### config.mk
export PLATFORM = sky130hd
export DESIGN_NAME = mhtq_ctrl
export DESIGN_NICKNAME = d
export VERILOG_FILES = /design/src/rtl/mhtq_pkg.sv /design/src/rtl/mhtq_ctrl.sv
export SDC_FILE = /design/constraint.sdc
export NUM_CORES = 1
export LEC_CHECK = 0
export ABC_AREA = 1
export BUFFER_PORTS_ARGS = -buffer_cell sky130_fd_sc_hd__buf_2
export CAP_MARGIN = 20
export CORE_MARGIN = 3
export CORE_UTILIZATION = 29
export DETAILED_ROUTE_END_ITERATION = 6
export PLACE_DENSITY_LB_ADDON = 0.1
export REMOVE_ABC_BUFFERS = 1
export SYNTH_ARGS = -nofsm -noshare
export SYNTH_HDL_FRONTEND = slang
export SYNTH_SLANG_ARGS = --single-unit
### constraint.sdc
create_clock -name clock -period 1.7 [get_ports clock]
set_clock_uncertainty 0.05 [all_clocks]
set_input_delay 0.255 -clock clock [delete_from_list [all_inputs] [get_ports clock]]
set_output_delay 0.255 -clock clock [all_outputs]
set_load 0.005 [all_outputs]
### src/rtl/mhtq_pkg.sv
// Shared types, constants and command codes for the min-heap timer queue.
`timescale 1ns / 1ps
package mhtq_pkg;

   localparam int CAPACITY  = 64;
   localparam int ID_COUNT  = 1024;
   localparam int TIME_BITS = 32;

   localparam int ID_W    = 10;
   localparam int TMO_W   = 16;
   localparam int IDX_W   = $clog2(CAPACITY);
   localparam int CNT_W   = $clog2(CAPACITY + 1);
   localparam int ID_AW   = $clog2(ID_COUNT);
   localparam int HEAP_W  = TIME_BITS + ID_W;

   typedef enum logic [1:0] {
      KIND_ADD   = 2'd0,
      KIND_FIRE  = 2'd1,
      KIND_TICK  = 2'd2,
      KIND_CLEAR = 2'd3
   } kind_type;

   typedef enum logic [1:0] {
      CAUSE_EXPIRED  = 2'd0,
      CAUSE_FIRED    = 2'd1,
      CAUSE_REJECTED = 2'd2,
      CAUSE_SPARE    = 2'd3
   } cause_type;

   typedef struct packed {
      logic [TIME_BITS-1:0] expiry;
      logic [ID_W-1:0]      owner;
   } heap_entry_type;

   // Datapath micro-operations issued by the controller
   typedef enum logic [4:0] {
      OP_NONE,
      OP_INIT,
      OP_LOAD,
      OP_CLEAR,
      OP_TOP_RD,
      OP_TAKE_TOP,
      OP_EMIT_FINAL,
      OP_SLOT_RD,
      OP_HEAP_RD_SLOT,
      OP_EMIT_FIRE,
      OP_EMIT_FULL,
      OP_ARM_OLD,
      OP_ARM_NEW,
      OP_REMOVE,
      OP_REMOVE_LOAD,
      OP_DN_RD,
      OP_DN_B,
      OP_DN_SEL,
      OP_DN_SWAP,
      OP_UP_RD,
      OP_UP_SWAP,
      OP_WR_MOVER
   } op_type;

   typedef struct packed {
      kind_type kind;
      logic     init_last;
      logic     id_ok;
      logic     cnt_zero;
      logic     due;
      logic     pend;
      logic     out_free;
      logic     armed;
      logic     full;
      logic     rm_more;
      logic     c_lt_n;
      logic     c1_lt_n;
      logic     moved;
      logic     m_earlier_b;
      logic     i_zero;
      logic     p_earlier_m;
   } status_type;

   // a strictly earlier than b, wrap-safe
   function automatic logic earlier(logic [TIME_BITS-1:0] a, logic [TIME_BITS-1:0] b);
      logic [TIME_BITS-1:0] d;
      d = a - b;
      return d[TIME_BITS-1];
   endfunction

endpackage

### src/rtl/mhtq_ctrl.sv
// Controller state machine that sequences heap commands.
`timescale 1ns / 1ps
module mhtq_ctrl (
   input  logic                clock,
   input  logic                reset,
   input  logic                req_valid,
   output logic                req_stall,
   input  mhtq_pkg::status_type st,
   output mhtq_pkg::op_type    op
);
   import mhtq_pkg::*;

   typedef enum logic [4:0] {
      S_INIT,
      S_IDLE,
      S_DISPATCH,
      S_T_RD,
      S_T_CHK,
      S_T_FIN,
      S_LOOKUP,
      S_CHECK,
      S_F_EMIT,
      S_A_EMIT,
      S_RM,
      S_RM_LD,
      S_DN_RD,
      S_DN_B,
      S_DN_SEL,
      S_DN_CMP,
      S_UP_RD,
      S_UP_CMP,
      S_WR_M
   } state_type;

   state_type state_ff, state_in;
   logic      is_tick;

   assign req_stall = (state_ff != S_IDLE);
   assign is_tick   = (st.kind == KIND_TICK);

   // hold state
   always_ff @(posedge clock) begin
      if (reset) begin
         state_ff <= S_INIT;
      end else begin
         state_ff <= state_in;
      end
   end

   // next state and datapath command
   always_comb begin
      state_in = state_ff;
      op       = OP_NONE;
      case (state_ff)
         S_INIT: begin
            op = OP_INIT;
            if (st.init_last) begin
               state_in = S_IDLE;
            end
         end
         S_IDLE: begin
            if (req_valid) begin
               op       = OP_LOAD;
               state_in = S_DISPATCH;
            end
         end
         S_DISPATCH: begin
            case (st.kind)
               KIND_CLEAR: begin
                  op       = OP_CLEAR;
                  state_in = S_IDLE;
               end
               KIND_TICK: state_in = S_T_RD;
               default: begin
                  if (st.id_ok) begin
                     op       = OP_SLOT_RD;
                     state_in = S_LOOKUP;
                  end else begin
                     state_in = S_IDLE;
                  end
               end
            endcase
         end
         S_T_RD: begin
            if (st.cnt_zero) begin
               state_in = S_T_FIN;
            end else begin
               op       = OP_TOP_RD;
               state_in = S_T_CHK;
            end
         end
         S_T_CHK: begin
            if (!st.due) begin
               state_in = S_T_FIN;
            end else if (!st.pend || st.out_free) begin
               op       = OP_TAKE_TOP;
               state_in = S_RM;
            end
         end
         S_T_FIN: begin
            if (!st.pend) begin
               state_in = S_IDLE;
            end else if (st.out_free) begin
               op       = OP_EMIT_FINAL;
               state_in = S_IDLE;
            end
         end
         S_LOOKUP: begin
            op       = OP_HEAP_RD_SLOT;
            state_in = S_CHECK;
         end
         S_CHECK: begin
            if (st.kind == KIND_FIRE) begin
               state_in = st.armed ? S_F_EMIT : S_IDLE;
            end else if (st.armed) begin
               op       = OP_ARM_OLD;
               state_in = S_DN_RD;
            end else if (st.full) begin
               state_in = S_A_EMIT;
            end else begin
               op       = OP_ARM_NEW;
               state_in = S_DN_RD;
            end
         end
         S_F_EMIT: begin
            if (st.out_free) begin
               op       = OP_EMIT_FIRE;
               state_in = S_RM;
            end
         end
         S_A_EMIT: begin
            if (st.out_free) begin
               op       = OP_EMIT_FULL;
               state_in = S_IDLE;
            end
         end
         S_RM: begin
            op = OP_REMOVE;
            if (st.rm_more) begin
               state_in = S_RM_LD;
            end else begin
               state_in = is_tick ? S_T_RD : S_IDLE;
            end
         end
         S_RM_LD: begin
            op       = OP_REMOVE_LOAD;
            state_in = S_DN_RD;
         end
         S_DN_RD: begin
            if (!st.c_lt_n) begin
               state_in = st.moved ? S_WR_M : S_UP_RD;
            end else begin
               op       = OP_DN_RD;
               state_in = S_DN_B;
            end
         end
         S_DN_B: begin
            op       = OP_DN_B;
            state_in = st.c1_lt_n ? S_DN_SEL : S_DN_CMP;
         end
         S_DN_SEL: begin
            op       = OP_DN_SEL;
            state_in = S_DN_CMP;
         end
         S_DN_CMP: begin
            if (st.m_earlier_b) begin
               state_in = st.moved ? S_WR_M : S_UP_RD;
            end else begin
               op       = OP_DN_SWAP;
               state_in = S_DN_RD;
            end
         end
         S_UP_RD: begin
            if (st.i_zero) begin
               state_in = S_WR_M;
            end else begin
               op       = OP_UP_RD;
               state_in = S_UP_CMP;
            end
         end
         S_UP_CMP: begin
            if (st.p_earlier_m) begin
               state_in = S_WR_M;
            end else begin
               op       = OP_UP_SWAP;
               state_in = S_UP_RD;
            end
         end
         S_WR_M: begin
            op       = OP_WR_MOVER;
            state_in = is_tick ? S_T_RD : S_IDLE;
         end
         default: state_in = S_IDLE;
      endcase
   end

endmodule

==> results_dict.tcl <==
set metrics [dict create \
    ctsRootBufferMaster "clkbuf_4" \
    core_area_mm2 0.003103 \
    reg2reg_to "state_ff[2]$_SDFFE_PP0P_" \
    power.leakage_nw 0.9095 \
    fin_area_mm2 0.001632 \
    grt_setup_unrepaired "yes" \
    overflow 0 \
    vias_per_cell 4.937 \
    ff2ff_setup_slack_ps 100 \
    drt_iter0_markers 81 \
    cts_hold_buf 0 \
    fin_nets 280 \
    max_slew_margin 0.7926 \
    tightest_slew_ps 309.3 \
    fp.dieH_um 63.30 \
    antenna_found_initial 0 \
    route.detailed.drc 0 \
    startpoint_type "flip-flop" \
    num_antenna_cells 0 \
    ys_types 18 \
    ant_nets 0 \
    reg2reg_from "state_ff[1]$_SDFFE_PP0P_" \
    avgRoutedWirePerCell_um 13.35 \
    drt-total-wl_um 4046 \
    hold_end "state_ff[3]$_SDFFE_PP0P_" \
    grt_usage 0.1958 \
    syn_area_per_cell_um2 4.761 \
    finalMaxSlewViolations 0 \
    cp_max_fo 7 \
    period_share 1.076 \
    endpoint_kind "primary output" \
    place_ws_ps 0.5193 \
    gp_congestion 0.8677 \
    wl_met3_um 172 \
    syn_area_um2 952.2 \
    worstRegToRegCells 10 \
    synthCells 200 \
    dr_total_vias 1496 \
    placed_area_mm2 0.001262 \
    critPathRequiredTime_ps 1390 \
    cts-htree-levels 1 \
    worstPathArrival_ps 1520 \
    regMostFlops "state_ff" \
    wl_met2_um 2034 \
    violations "setup timing" \
    cap_violations 0 \
    worstPathCellList "nor2_4 > buf_4 > nand3_1 > nor2_2 > nor2_1 > nand4_1 > buf_2" \
    clk_pin_slew_ps 40 \
    yosysWarnings 0 \
    ys_ff_latch 5 \
    ioPinCount 26 \
    area_growth_pct 71.35 \
    hp-class "in2reg" \
    cts_buffer_depth 2 \
    fmax_mhz 546.9 \
    initial_core_util 0.3069 \
    outcome "finished with violations" \
    layout.cells.non_filler 303 \
    cts.sinks 5 \
    grt_pass1_wl_um 6272 \
    dp_cells 286 \
    critical_path_class "reg2out" \
    post-dp-hpwl_um 3036 \
    cts_tree "yes" \
    grt_start_max_net_pins 13 \
    num_rows 20 \
    cpPeakStageDelay_ps 390 \
    hold_violations 0 \
    wl_met1_um 1733 \
    ys_seq_area_frac 0.1051 \
    grt_pass1_vias 1423 \
    power_density_mw_per_mm2 578.9 \
    largest_reg_flops 5 \
    fp.dieW_um 63.30 \
    fp.dieArea_mm2 0.004007 \
    dr.pass1.iters 4 \
    slowest_stage "dfxtp_4" \
    layout-drive-gt1-share 0.4517 \
    largestRegisters "state_ff x5" \
    worst_ir_drop_vdd_mv 0.4943 \
    layout_setup_ws_ps -128.6 \
    cts_buffers 3 \
    clk-insertion-delay-late_ps 240 \
    whs_path_depth 2 \
    portBuffers 25 \
    top_layer_used "met4" \
    timing.final.crit_period_ps 1829 \
    setup_violations 5 \
    hold_path_startpoint "reset" \
]
synth_stat cells:
master	instances	share of area
o31ai_1	1	0.0079
a21oi_1	8	0.042
inv_1	24	0.095
buf_2	1	0.0053
a31oi_1	1	0.0066
nand3_2	1	0.011
nand3_1	19	0.10
o21ai_0	7	0.037
nor3_1	4	0.021
nor2_2	10	0.066
nand2_1	64	0.25
nand4_1	9	0.059
o21ai_1	2	0.011
nor2_1	39	0.15
nand2_2	2	0.013
dfxtp_1	5	0.11
inv_2	2	0.0079
nand3b_1	1	0.0079
worst max-delay path: cells and delay by family (launching register included):
family	cells	cell delay (ps)
buf+inv	2	270
flops	1	390
simple gates	5	630
layer usage:
layer,up-vias,global-route usage
li1,761,-
met3,14,0.02852
met1,673,0.2433
met2,48,0.3307
met5,-,0
met4,0,0.09164
through the flow:
step	setup TNS (ps)	hold slack (ps)	util	power, mW
after global placement	-21.00	418.5	0.4069	0.6448
after global routing	-893.7	164.3	0.5258	1.023
after floorplan	0	274.1	-	0.4301
after CTS	-349.6	158.0	0.4815	0.8621
after detailed placement	0	419.8	0.4069	0.6408
final	-470.6	157.2	0.5258	0.9445
kinds of logic after synthesis:
family	after synthesis	share of synthesized area
AOI/OAI and AO/OA	19	0.1038
DFF	5	0.1051
and+or+nand+nor	149	0.6833
buffers and inverters	27	0.1078
final cells by class:
class | instances | area, µm²
fillers | 339 | 1471
multi-input cells | 168 | 959.7
repair buffers | 56 | 369.1
flip-flops and latches | 5 | 116.4
inverters | 26 | 105.1
well taps | 44 | 55.05
clock buffers | 4 | 26.28
placed cells by master (no fill, tap or decap), types with 4 or more instances in the layout:
cell / n
nand2_2: 10
a21oi_1: 7
buf_4: 28
nand2_4: 6
nand3_1: 17
nand2_1: 50
nor2_4: 14
nor2_1: 28
dfxtp_4: 4
nand4_1: 9
buf_2: 25
o21ai_0: 5
nor2_2: 7
inv_1: 21
power by group:
group / leakage [nW] / switching, mW / total [mW] / internal (mW)
combinational: 0.850 / 0.367 / 0.622 / 0.255
clock: 0.0150 / 0.0506 / 0.139 / 0.0889
sequential: 0.0441 / 0.0445 / 0.183 / 0.139
total: 0.909 / 0.462 / 0.945 / 0.482
timing repair:
| action | 4_1_cts | 5_1_grt |
|---|---|---|
| buffers inserted | 10 | 3 |
| pin swaps | 12 | 17 |
| resized for setup | 44 | 31 |
| endpoints found under the setup margin | 5 | 5 |
worst max path at each step:
stage,startpoint,end,slack [ps]
floorplan,state_ff[4]$_SDFFE_PP0P_,op[3],270
global placement,state_ff[1]$_SDFFE_PP0P_,op[3],-20
detailed placement,state_ff[3]$_SDFFE_PP0P_,op[3],0.5
CTS,state_ff[0]$_SDFFE_PP0P_,op[3],-80
global route,state_ff[1]$_SDFFE_PP0P_,op[2],-200
finish,state_ff[1]$_SDFFE_PP0P_,op[0],-130
No activity file was read; power rests on OpenSTA's default activity.
